[src/rsn_pkg.sv]
// rsn_pkg: shared types, constants and microcode rom for the rustle noise generator
`default_nettype none

package rsn_pkg;

  // fixed-point constants and reset values
  localparam logic [16:0] ONE_Q16     = 17'h10000;
  localparam logic [17:0] GAIN_COEF   = 18'd9830;
  localparam logic [17:0] ALPHA_COEF  = 18'd6554;
  localparam logic [15:0] ALPHA_BASE  = 16'd1311;
  localparam logic [31:0] SEED_RESET  = 32'd135792468;
  localparam logic [15:0] GATE_RESET  = 16'd7;

  // program counter of the sequencer
  typedef logic [3:0] pc_t;

  localparam pc_t PC_UPDATE = 4'd0;
  localparam pc_t PC_SAMPLE = 4'd5;
  localparam pc_t PC_MUTED  = 4'd9;

  // multiplier operand a
  typedef enum logic [2:0] {
    A_ZERO,
    A_STRENGTH,
    A_PROD,
    A_GDIFF,
    A_ADIFF,
    A_LPDIFF
  } mul_a_t;

  // multiplier operand b
  typedef enum logic [2:0] {
    B_ZERO,
    B_DENS,
    B_GAINCOEF,
    B_RATE,
    B_ALPHACOEF,
    B_DT,
    B_ALPHA,
    B_GAIN
  } mul_b_t;

  // product writeback target
  typedef enum logic [2:0] {
    WB_NONE,
    WB_T,
    WB_TGAIN,
    WB_GAIN,
    WB_TALPHA,
    WB_ALPHA,
    WB_LOW
  } wb_t;

  typedef enum logic [1:0] {
    EMIT_NONE,
    EMIT_PROD,
    EMIT_ZERO
  } emit_t;

  typedef enum logic {
    JMP_NONE,
    JMP_GATED
  } jmp_t;

  typedef struct packed {
    mul_a_t a_sel;
    mul_b_t b_sel;
    wb_t    wb;
    logic   noise;
    emit_t  emit;
    jmp_t   jmp;
    pc_t    target;
    logic   last;
  } cw_t;

  // sequencer to datapath
  typedef struct packed {
    cw_t  cw;
    logic step_en;
    logic load;
  } rsn_ctrl_t;

  // datapath to sequencer
  typedef struct packed {
    logic gated;
    logic out_busy;
  } rsn_stat_t;

  // microcode rom
  function automatic cw_t rsn_rom(input pc_t pc);
    cw_t w;
    w = '{a_sel: A_ZERO, b_sel: B_ZERO, wb: WB_NONE, noise: 1'b0, emit: EMIT_NONE,
          jmp: JMP_NONE, target: PC_UPDATE, last: 1'b0};
    case (pc)
      // update: target gain
      4'd0: begin
        w.a_sel = A_STRENGTH;
        w.b_sel = B_DENS;
        w.wb    = WB_T;
      end
      4'd1: begin
        w.a_sel = A_PROD;
        w.b_sel = B_GAINCOEF;
        w.wb    = WB_TGAIN;
      end
      4'd2: begin
        w.a_sel = A_GDIFF;
        w.b_sel = B_RATE;
        w.wb    = WB_GAIN;
      end
      // update: target alpha
      4'd3: begin
        w.a_sel = A_STRENGTH;
        w.b_sel = B_ALPHACOEF;
        w.wb    = WB_TALPHA;
      end
      4'd4: begin
        w.a_sel = A_ADIFF;
        w.b_sel = B_DT;
        w.wb    = WB_ALPHA;
        w.last  = 1'b1;
      end
      // sample: gate check
      4'd5: begin
        w.jmp    = JMP_GATED;
        w.target = PC_MUTED;
      end
      4'd6: begin
        w.noise = 1'b1;
      end
      4'd7: begin
        w.a_sel = A_LPDIFF;
        w.b_sel = B_ALPHA;
        w.wb    = WB_LOW;
      end
      4'd8: begin
        w.a_sel = A_LPDIFF;
        w.b_sel = B_GAIN;
        w.emit  = EMIT_PROD;
        w.last  = 1'b1;
      end
      4'd9: begin
        w.emit = EMIT_ZERO;
        w.last = 1'b1;
      end
      default: begin
        w.last = 1'b1;
      end
    endcase
    return w;
  endfunction

endpackage

`default_nettype wire

[src/rustle_noise_generator_top.sv]
// rustle_noise_generator_top: top level of the rustle noise generator
`default_nettype none

// rustle noise generator. each input item is either a sample request (mode 0) or a
// parameter update (mode 1). a sample item steps a xorshift32 generator, takes its top
// 16 bits as white noise in q1.15, subtracts a one-pole low-pass of it, scales the
// result by the current gain and saturates to 16 bits; one output item per sample item,
// with end_of_block copied to block_end. while the gain is at or below gate_threshold
// the output is zero and neither the generator nor the filter moves. an update item
// derives target gain and alpha from wind strength and grass density and moves the
// current values toward them by delta time; it produces no output item.
// timing: control is a ten-word microcode program driving one shared 34x18 multiplier,
// one product per cycle unless an emitting step waits on the output register. an update
// item runs 5 steps and a sample item 4 (2 when muted, since the gate check jumps
// straight to the zero word). the item is latched when taken, and the next item is only
// accepted after the final step of the current one. the finished sample sits in an
// output register, so a new item can be taken while it waits; the final step of the
// next sample holds until that register is free. gate_threshold resets to 7 and may be
// written at any idle time through cfg_wr_en / cfg_wr_data.

module rustle_noise_generator_top (
  input  wire               clk,
  input  wire               rst_n,
  // configuration
  input  wire               cfg_wr_en,
  input  wire  [15:0]       cfg_wr_data,
  // input items
  input  wire               in_valid,
  output logic              in_stall,
  input  wire               in_mode,
  input  wire  [15:0]       in_wind_strength,
  input  wire  [15:0]       in_grass_density,
  input  wire  [15:0]       in_delta_time,
  input  wire               in_end_of_block,
  // output items
  output logic              out_valid,
  input  wire               out_stall,
  output logic signed [15:0] out_sample,
  output logic              out_block_end
);

  rsn_pkg::rsn_ctrl_t ctrl;
  rsn_pkg::rsn_stat_t stat;

  // step counter and microcode rom
  rsn_sequencer u_seq (
    .clk      (clk),
    .rst_n    (rst_n),
    .in_valid (in_valid),
    .in_mode  (in_mode),
    .in_stall (in_stall),
    .stat     (stat),
    .ctrl     (ctrl)
  );

  // multiplier, state registers and output register
  rsn_datapath u_dp (
    .clk              (clk),
    .rst_n            (rst_n),
    .ctrl             (ctrl),
    .in_wind_strength (in_wind_strength),
    .in_grass_density (in_grass_density),
    .in_delta_time    (in_delta_time),
    .in_end_of_block  (in_end_of_block),
    .cfg_wr_en        (cfg_wr_en),
    .cfg_wr_data      (cfg_wr_data),
    .stat             (stat),
    .out_stall        (out_stall),
    .out_valid        (out_valid),
    .out_sample       (out_sample),
    .out_block_end    (out_block_end)
  );

endmodule

`default_nettype wire

[src/rsn_sequencer.sv]
// rsn_sequencer: step counter, microcode fetch and conditional jump
`default_nettype none

module rsn_sequencer (
  input  wire              clk,
  input  wire              rst_n,
  input  wire              in_valid,
  input  wire              in_mode,
  output logic             in_stall,
  input  rsn_pkg::rsn_stat_t stat,
  output rsn_pkg::rsn_ctrl_t ctrl
);

  logic          busy_r, busy_nxt;
  rsn_pkg::pc_t  pc_r, pc_nxt;
  rsn_pkg::cw_t  cw;
  logic          load;
  logic          step_en;

  assign cw       = rsn_pkg::rsn_rom(pc_r);
  assign in_stall = busy_r;
  assign load     = in_valid && !busy_r;
  // an emitting step waits while the output register is still held
  assign step_en  = busy_r && !((cw.emit != rsn_pkg::EMIT_NONE) && stat.out_busy);

  always_comb begin
    busy_nxt = busy_r;
    pc_nxt   = pc_r;
    if (load) begin
      busy_nxt = 1'b1;
      pc_nxt   = in_mode ? rsn_pkg::PC_UPDATE : rsn_pkg::PC_SAMPLE;
    end else if (step_en) begin
      if ((cw.jmp == rsn_pkg::JMP_GATED) && stat.gated) begin
        pc_nxt = cw.target;
      end else if (cw.last) begin
        busy_nxt = 1'b0;
      end else begin
        pc_nxt = pc_r + 4'd1;
      end
    end
  end

  always_ff @(posedge clk) begin
    if (!rst_n) begin
      busy_r <= 1'b0;
      pc_r   <= rsn_pkg::PC_UPDATE;
    end else begin
      busy_r <= busy_nxt;
      pc_r   <= pc_nxt;
    end
  end

  assign ctrl.cw      = cw;
  assign ctrl.step_en = step_en;
  assign ctrl.load    = load;

endmodule

`default_nettype wire

[src/rsn_datapath.sv]
// rsn_datapath: shared multiplier, filter and gain state, noise generator, output register
`default_nettype none

module rsn_datapath (
  input  wire                clk,
  input  wire                rst_n,
  input  rsn_pkg::rsn_ctrl_t ctrl,
  input  wire  [15:0]        in_wind_strength,
  input  wire  [15:0]        in_grass_density,
  input  wire  [15:0]        in_delta_time,
  input  wire                in_end_of_block,
  input  wire                cfg_wr_en,
  input  wire  [15:0]        cfg_wr_data,
  output rsn_pkg::rsn_stat_t stat,
  input  wire                out_stall,
  output logic               out_valid,
  output logic signed [15:0] out_sample,
  output logic               out_block_end
);

  // latched item
  logic [15:0] wind_r, dens_r, dt_r;
  logic        eob_r;

  // state
  logic [15:0]        thr_r;
  logic [31:0]        seed_r;
  logic signed [17:0] low_r;
  logic [15:0]        gain_r, alpha_r;

  // scratch
  logic [32:0]        t_r;
  logic [15:0]        tg_r, ta_r;
  logic signed [15:0] white_r;

  // output register
  logic               out_valid_r, out_valid_nxt;
  logic signed [15:0] out_sample_r;
  logic               out_block_end_r;

  logic [18:0]        wind_x8;
  logic [16:0]        strength;
  logic [16:0]        dt_x2;
  logic [16:0]        rate;
  logic signed [16:0] gdiff, adiff;
  logic signed [18:0] lpdiff;
  logic signed [33:0] mul_a;
  logic signed [17:0] mul_b;
  logic signed [51:0] prod;
  logic signed [35:0] prod_sh;
  logic signed [36:0] acc_base, acc;
  logic [15:0]        acc_u16;
  logic signed [17:0] acc_s18;
  logic signed [15:0] prod_s16;
  logic [31:0]        xs1, xs2, xs3;
  logic               wr;

  assign wr = ctrl.step_en;

  // strength = wind * 8 clamped at one, rate = dt * 2 clamped at one
  assign wind_x8  = {wind_r, 3'b000};
  assign strength = (wind_x8 > {2'b00, rsn_pkg::ONE_Q16}) ? rsn_pkg::ONE_Q16 : wind_x8[16:0];
  assign dt_x2    = {dt_r, 1'b0};
  assign rate     = (dt_x2 > rsn_pkg::ONE_Q16) ? rsn_pkg::ONE_Q16 : dt_x2;

  assign gdiff  = $signed({1'b0, tg_r}) - $signed({1'b0, gain_r});
  assign adiff  = $signed({1'b0, ta_r}) - $signed({1'b0, alpha_r});
  assign lpdiff = $signed({{3{white_r[15]}}, white_r}) - $signed({low_r[17], low_r});

  always_comb begin
    case (ctrl.cw.a_sel)
      rsn_pkg::A_STRENGTH: mul_a = $signed({17'd0, strength});
      rsn_pkg::A_PROD:     mul_a = $signed({1'b0, t_r});
      rsn_pkg::A_GDIFF:    mul_a = $signed({{17{gdiff[16]}}, gdiff});
      rsn_pkg::A_ADIFF:    mul_a = $signed({{17{adiff[16]}}, adiff});
      rsn_pkg::A_LPDIFF:   mul_a = $signed({{15{lpdiff[18]}}, lpdiff});
      default:             mul_a = '0;
    endcase
  end

  always_comb begin
    case (ctrl.cw.b_sel)
      rsn_pkg::B_DENS:      mul_b = $signed({2'b00, dens_r});
      rsn_pkg::B_GAINCOEF:  mul_b = $signed(rsn_pkg::GAIN_COEF);
      rsn_pkg::B_RATE:      mul_b = $signed({1'b0, rate});
      rsn_pkg::B_ALPHACOEF: mul_b = $signed(rsn_pkg::ALPHA_COEF);
      rsn_pkg::B_DT:        mul_b = $signed({2'b00, dt_r});
      rsn_pkg::B_ALPHA:     mul_b = $signed({2'b00, alpha_r});
      rsn_pkg::B_GAIN:      mul_b = $signed({2'b00, gain_r});
      default:              mul_b = '0;
    endcase
  end

  assign prod    = mul_a * mul_b;
  // arithmetic shift, rounds toward minus infinity
  assign prod_sh = prod[51:16];

  always_comb begin
    case (ctrl.cw.wb)
      rsn_pkg::WB_GAIN:  acc_base = $signed({21'd0, gain_r});
      rsn_pkg::WB_ALPHA: acc_base = $signed({21'd0, alpha_r});
      rsn_pkg::WB_LOW:   acc_base = $signed({{19{low_r[17]}}, low_r});
      default:           acc_base = '0;
    endcase
  end

  assign acc = acc_base + $signed({prod_sh[35], prod_sh});

  // clamp to 0..65535
  always_comb begin
    if (acc[36]) begin
      acc_u16 = 16'd0;
    end else if (|acc[35:16]) begin
      acc_u16 = 16'hFFFF;
    end else begin
      acc_u16 = acc[15:0];
    end
  end

  // clamp to 18-bit signed
  always_comb begin
    if ((&acc[36:17]) || !(|acc[36:17])) begin
      acc_s18 = acc[17:0];
    end else begin
      acc_s18 = acc[36] ? 18'sh20000 : 18'sh1FFFF;
    end
  end

  // clamp to 16-bit signed
  always_comb begin
    if ((&prod_sh[35:15]) || !(|prod_sh[35:15])) begin
      prod_s16 = prod_sh[15:0];
    end else begin
      prod_s16 = prod_sh[35] ? 16'sh8000 : 16'sh7FFF;
    end
  end

  // xorshift32 with shifts 13, 17, 5
  assign xs1 = seed_r ^ (seed_r << 13);
  assign xs2 = xs1 ^ (xs1 >> 17);
  assign xs3 = xs2 ^ (xs2 << 5);

  always_ff @(posedge clk) begin
    if (ctrl.load) begin
      wind_r <= in_wind_strength;
      dens_r <= in_grass_density;
      dt_r   <= in_delta_time;
      eob_r  <= in_end_of_block;
    end
    if (wr) begin
      case (ctrl.cw.wb)
        rsn_pkg::WB_T:      t_r  <= prod[32:0];
        rsn_pkg::WB_TGAIN:  tg_r <= prod[47:32];
        rsn_pkg::WB_TALPHA: ta_r <= rsn_pkg::ALPHA_BASE + prod[31:16];
        default: begin
        end
      endcase
      if (ctrl.cw.noise) begin
        white_r <= $signed({~xs3[31], xs3[30:16]});
      end
    end
  end

  always_ff @(posedge clk) begin
    if (!rst_n) begin
      thr_r   <= rsn_pkg::GATE_RESET;
      seed_r  <= rsn_pkg::SEED_RESET;
      low_r   <= '0;
      gain_r  <= '0;
      alpha_r <= '0;
    end else begin
      if (cfg_wr_en) begin
        thr_r <= cfg_wr_data;
      end
      if (wr) begin
        if (ctrl.cw.noise) begin
          seed_r <= xs3;
        end
        case (ctrl.cw.wb)
          rsn_pkg::WB_GAIN:  gain_r  <= acc_u16;
          rsn_pkg::WB_ALPHA: alpha_r <= acc_u16;
          rsn_pkg::WB_LOW:   low_r   <= acc_s18;
          default: begin
          end
        endcase
      end
    end
  end

  // output register
  always_comb begin
    out_valid_nxt = out_valid_r && out_stall;
    if (wr && (ctrl.cw.emit != rsn_pkg::EMIT_NONE)) begin
      out_valid_nxt = 1'b1;
    end
  end

  always_ff @(posedge clk) begin
    if (!rst_n) begin
      out_valid_r <= 1'b0;
    end else begin
      out_valid_r <= out_valid_nxt;
    end
  end

  always_ff @(posedge clk) begin
    if (wr && (ctrl.cw.emit != rsn_pkg::EMIT_NONE)) begin
      out_sample_r    <= (ctrl.cw.emit == rsn_pkg::EMIT_PROD) ? prod_s16 : 16'sd0;
      out_block_end_r <= eob_r;
    end
  end

  assign stat.gated    = (gain_r <= thr_r);
  assign stat.out_busy = out_valid_r && out_stall;

  assign out_valid     = out_valid_r;
  assign out_sample    = out_sample_r;
  assign out_block_end = out_block_end_r;

endmodule

`default_nettype wire
[config.mk]
export PLATFORM = sky130hd
export DESIGN_NAME = rustle_noise_generator_top
export DESIGN_NICKNAME = d
export VERILOG_FILES = /design/src/rsn_pkg.sv /design/src/rustle_noise_generator_top.sv /design/src/rsn_sequencer.sv /design/src/rsn_datapath.sv
export SDC_FILE = /design/constraint.sdc
export NUM_CORES = 2
export LEC_CHECK = 0
export ABC_AREA = 1
export CAP_MARGIN = 10
export CORE_MARGIN = 2
export CORE_UTILIZATION = 60
export DETAILED_ROUTE_END_ITERATION = 10
export DONT_BUFFER_PORTS = 1
export PLACE_DENSITY = 0.76
export RECOVER_POWER = 50
export SLEW_MARGIN = 25
export SYNTH_ARGS = -nofsm -noshare
export SYNTH_HDL_FRONTEND = slang
export SYNTH_HIERARCHICAL = 1
export SYNTH_SLANG_ARGS = --single-unit
[constraint.sdc]
create_clock -name clk -period 11.6 [get_ports clk]
set_input_delay 0.58 -clock clk [delete_from_list [all_inputs] [get_ports clk]]
set_output_delay 0.58 -clock clk [all_outputs]
set_load 0.02 [all_outputs]
# Yosys cells after proc, flatten, opt, wreduce, memory -nomap -nowiden

Cells that the tools add are included.

Bits in latches: 0
Input bits: 71
Output and inout bits: 19
RAM bits: 0
ROM bits: 0
Memories: 0
Logic and storage cells: 119
Register bits after elaboration: 251

Shift operators: 0
Eq/ne operators: 30
Muxes and demuxes: 26
Bitwise logic cells: 4
Reduce and logical (&&, ||, !) cells: 31
$lt $le $gt $ge: 3
Add/sub/neg operators: 6
Div/mod/pow operators: 0
Multipliers: 1

Operators with widths:

| operator               | number |
|---|---|
| $pmux 34 s5            | 1 |
| $pmux 17 s7            | 1 |
| $pmux 37 s3            | 1 |
| $mux 16                | 4 |
| $xor 32x32->32         | 2 |
| $mul 34x18->52         | 1 |
| $pmux 6 s7             | 1 |
| $reduce_or 20->1       | 2 |
| $add 37x36->37         | 1 |
| $mux 18                | 2 |
| $mux 17                | 2 |
| $sub 16x16->17         | 2 |
| $xor 32x15->32         | 1 |
| $eq 3x3->1 const B     | 9 |
| $reduce_and 21->1      | 1 |
| $reduce_or 21->1       | 1 |
| $reduce_and 20->1      | 1 |
| $gt 19x17->1 const B   | 1 |
| $sub 16x18->19         | 1 |
| $eq 3x2->1 const B     | 6 |
| $pmux 3 s6             | 1 |
| $gt 17x17->1 const B   | 1 |
| $add 11x16->16 const A | 1 |
| $eq 4x3->1 const B     | 4 |
| other kinds (23)       | 53 |

# Depth between registers and ports, before layout

Word-level depth: 10
Depth in mapped cells: 65
Gate-level depth less buffers: 64

# Hierarchy

The synthesis kept the hierarchy.

By module, submodules not included:

| module        | cells an instance | area each (sq um) | instances | sequential area each (sq um) |
|---|---|---|---|---|
| rsn_datapath  | 5316              | 38869.8           | 1         | 6396.1 |
| rsn_sequencer | 98                | 603.1             | 1         | 100.1 |

# Worst setup path after synthesis

OpenSTA, ideal clock, no wires.

Path type: register to register
Start: register u_seq.pc_r[0]
End: register u_dp.low_r[7]
Path slack: 2129 ps
Arrival: 9362 ps
Setup time: 109 ps
Clock period less this slack: 9471 ps
Required time: 11491 ps
Path buffers: 5
Stages on the path, launching flop included: 50
Path through: dfxtp_1 -> inv_1 -> ha_1 -> nand3_2 -> nand2_1 -> inv_1 -> nand3_1 -> buf_2 -> nor3_1 -> clkbuf_1 -> nand2_1 -> o21ai_0 -> a211oi_1 -> nand2_1 -> clkbuf_1 -> nand2_1 -> fa_1 -> inv_1 -> [14 not listed] -> nand2_1 -> ha_1 -> inv_1 -> nor3_1 -> nand2_1 -> nor2_1 -> nand3_1 -> nand4_1 -> nand2_1 -> inv_1 -> nand2_1 -> nor2_1 -> nand3_1 -> nand3_2 -> buf_4 -> nand3_1 -> nand2_1 -> inv_1

RTL lines:

| element                  | line                | source |
|---|---|---|
| start: declaration       | rsn_sequencer.sv:15 | `rsn_pkg::pc_t pc_r, pc_nxt;` |
| start signal: assignment | rsn_sequencer.sv:46 | `pc_r <= rsn_pkg::PC_UPDATE;` |
| start signal: assignment | rsn_sequencer.sv:49 | `pc_r <= pc_nxt;` |
| end signal: assignment   | rsn_datapath.sv:182 | `rsn_pkg::WB_LOW: low_r <= acc_s18;` |
| end: declaration         | rsn_datapath.sv:28  | `logic signed [17:0] low_r;` |

# Final worst setup path

Start: register u_dp.low_r[1]
End: register u_dp.alpha_r[14]

Cells in the longest elaborated chain, start to end: 7
Elaborated cells on any way between the ends: 8
Classes of those cells: add/sub: 2; mul: 1; mux: 4; reduce/logical: 1

RTL lines:

| element                | line                | source |
|---|---|---|
| $sub 16x18->19 *       | rsn_datapath.sv:68  | `assign lpdiff = $signed({{3{white_r[15]}}, white_r}) - $signed({low_r[17], low_r});` |
| $pmux 34 s5 *          | rsn_datapath.sv:71  | `case (ctrl.cw.a_sel)` |
| $mul 34x18->52 *       | rsn_datapath.sv:94  | `assign prod = mul_a * mul_b;` |
| net u_dp.prod[33]      | rsn_datapath.sv:49  | `logic signed [51:0] prod;` |
| $add 37x36->37 *       | rsn_datapath.sv:107 | `assign acc = acc_base + $signed({prod_sh[35], prod_sh});` |
| $reduce_or 20->1       | rsn_datapath.sv:113 | `end else if (\|acc[35:16]) begin` |
| $mux 16                | rsn_datapath.sv:113 |  |
| $mux 16 *              | rsn_datapath.sv:111 | `if (acc[36]) begin` |
| end signal: assignment | rsn_datapath.sv:181 | `rsn_pkg::WB_ALPHA: alpha_r <= acc_u16;` |
| end: declaration       | rsn_datapath.sv:29  | `logic [15:0] gain_r, alpha_r;` |

The timed path passes the listed nets; every way through them passes the cells marked *.
A chain may end at the register's enable or synchronous reset.

==> flow_metrics.env <==
export IMPL_timing_final_crit_share_pct=96.0
export IMPL_clk_path_buf_depth=3
export IMPL_start_util_pct=60.9
export IMPL_multi_input_area_mm2=0.0273
export IMPL_wire_per_inst_um=19.6
export IMPL_r2r_start="u_dp/low_r[1]"
export IMPL_cap_violations=2
export IMPL_period_needed_ps=11140
export IMPL_synthCells=5407
export IMPL_routed_wl_um=126000
export IMPL_cpMostUsedCell="nand2_1"
export IMPL_die_x_um=260
export IMPL_grt_usage_pct=37.9
export IMPL_antenna_found_initial=0
export IMPL_grt_pass1_vias=35600
export IMPL_dieArea_mm2=0.0678
export IMPL_drive_above_1_share_pct=6.25
export IMPL_cp_start_kind="register"
export IMPL_syn2layout_area_growth_pct=8.34
export IMPL_setup_viol=0
export IMPL_hold_viol_final=0
export IMPL_grt_pass1_wl_um=197000
export IMPL_nets=6390
export IMPL_drt_iter0_markers=3413
export IMPL_slew_limit_headroom_pct=-103
export IMPL_globalRouteMet2Util_pct=63.2
export IMPL_clock_latency_ps=600
export IMPL_fill_cells=5773
export IMPL_coreArea_mm2=0.0647
export IMPL_tns_ps=0
export IMPL_worst_ep_arrival_time_ps=11570
export IMPL_grt_overflow=0
export IMPL_ff_latch_area_mm2=0.00650
export IMPL_die_y_um=260
export IMPL_ant_nets=0
export IMPL_clock_fmax_ghz=0.0898
export IMPL_use_met3_pct=5.83
export IMPL_worstMarginPinSlew_ps=3040
export IMPL_diodes=0
export IMPL_cts_root_buf="clkbuf_16"
export IMPL_r2r_cells=51
export IMPL_vias=35500
export IMPL_rows=93
export IMPL_cp_slowest_cell="fa_1"
export IMPL_clk_pin_slew_worst_paths_ps=70
export IMPL_portBuffers=0
export IMPL_status="complete, but fails checks"
export IMPL_slew_viol_final=85
export IMPL_rsz0062_at_grt="false"
export IMPL_h_tree_depth=1
export IMPL_synth_warnings=6
export IMPL_cts_tree="built"
export IMPL_grt_start_max_net_pins=56
export IMPL_crit_path_max_fanout=16
export IMPL_synth_fp_nets=6262
export IMPL_worstPathRequired_ps=12030
export IMPL_met1_usage_pct=49.1
export IMPL_syn_area_per_cell_um2=7.29
export IMPL_route_detailed_drc=0
export IMPL_busiest_layer="met2"
export IMPL_cp_end_kind="register"
export IMPL_min_to="u_dp/dens_r[7]"
export IMPL_postCtsHoldBufs=0
export IMPL_skew_ps=48.3
export IMPL_synth_area_mm2=0.0394
export IMPL_max_stage_delay_ps=590
export IMPL_ioPinCount=90
export IMPL_avgViaCountPerCell=5.54
export IMPL_firstDrtPassIters=8
export IMPL_routabilityCongestion=1.02
export IMPL_dp_final_hpwl_um=104000
export IMPL_rr_endpoint="u_dp/alpha_r[14]"
export IMPL_path_class="reg -> reg"
export IMPL_cts_buffers=26
export IMPL_hp_start="in_grass_density[7]"
export IMPL_holdCritPathClass="in -> reg"
export IMPL_violations="max-capacitance violations, max-slew violations"
export IMPL_numClockSinks=251
export IMPL_regToRegSetupSlack_ps=460
export IMPL_holdPathStages=0
## state kept, by name, summed over array words and instances (netlist names)
signal and count:
u_dp/ta_r 16, u_dp/out_block_end 1, u_dp/low_r 18, u_dp/out_valid 1, u_dp/tg_r 16, u_seq/in_stall 1, u_dp/alpha_r 16, u_dp/gain_r 16
u_dp/white_r 16, u_dp/t_r 33, u_dp/eob_r 1, u_dp/wind_r 16, u_seq/pc_r 4, u_dp/dens_r 16, u_dp/thr_r 16, u_dp/seed_r 32
u_dp/dt_r 16, u_dp/out_sample 16
## worst max path at each step
stage	startpoint	endpoint	slack (ps)	cells past startpoint
6_report	u_dp/low_r[1]	u_dp/alpha_r[14]	460	51
5_1_grt	u_seq/pc_r[0]	u_dp/low_r[11]	30	55
2_1_floorplan	u_seq/pc_r[0]	u_dp/low_r[7]	2130	49
3_3_place_gp	u_seq/pc_r[0]	u_dp/alpha_r[15]	480	52
4_1_cts	u_seq/pc_r[0]	u_dp/gain_r[15]	380	50
3_5_place_dp	u_seq/pc_r[0]	u_dp/alpha_r[0]	420	49
## per-stage QoR
step	cells	worst slack [ps]	utilization [%]	area, µm²	hold slack (ps)
5_1_grt	6410	26.5	66.0	42700	57.7
3_3_place_gp	6336	484	64.0	41400	403
4_1_cts	6384	381	65.4	42300	56.0
3_5_place_dp	6336	422	64.0	41400	449
2_1_floorplan	5407	2130	-	39400	400
6_report	6410	465	66.0	42700	74.0
## per-layer routing
layer  up-vias  wire (µm)
met2      1661      58700
met4         0       6660
li1      16500          -
met5         -          0
met3       366      10900
met1     17000      49600
## final cells by class
| class | instances | share of cell area, % |
|---|---|---|
| clock buffer | 34 | 1.72 |
| clock inverter | 14 | 0.281 |
| inverter | 1369 | 12.1 |
| timing repair buffer | 228 | 4.23 |
| sequential | 251 | 15.2 |
| multi-input combinational | 3658 | 64.0 |
| tap | 855 | 2.50 |
| timing repair inverter | 1 | 0.0117 |
## cell usage in the layout (no fill, tap or decap), drive strengths merged, types with 147 or more instances in the layout
| cell type | instances |
|---|---|
| fa | 555 |
| buf | 226 |
| edfxtp | 147 |
| o21ai | 166 |
| inv | 1357 |
| nor2 | 423 |
| a21oi | 269 |
| nand2 | 1471 |
| nand3 | 169 |
| ha | 229 |
## critical path, delay by kind of cell, from the launching register on
family | cells | cell delay [ps]
buffers and inverters | 9 | 1220
XOR/XNOR | 1 | 310
flip-flops | 1 | 480
AND/OR/NAND/NOR | 27 | 3780
AO/OA/AOI/OAI | 5 | 1200
adder cells (fa/ha/maj) | 9 | 4000
## what timing repair did
item | CTS | global route
setup buffers | 0 | 25
resized for setup | 0 | 38
endpoints found under the setup margin | 0 | 49
Power is not shown: default switching activity piles up to over one toggle a cycle in this logic, so the estimate is an artifact.
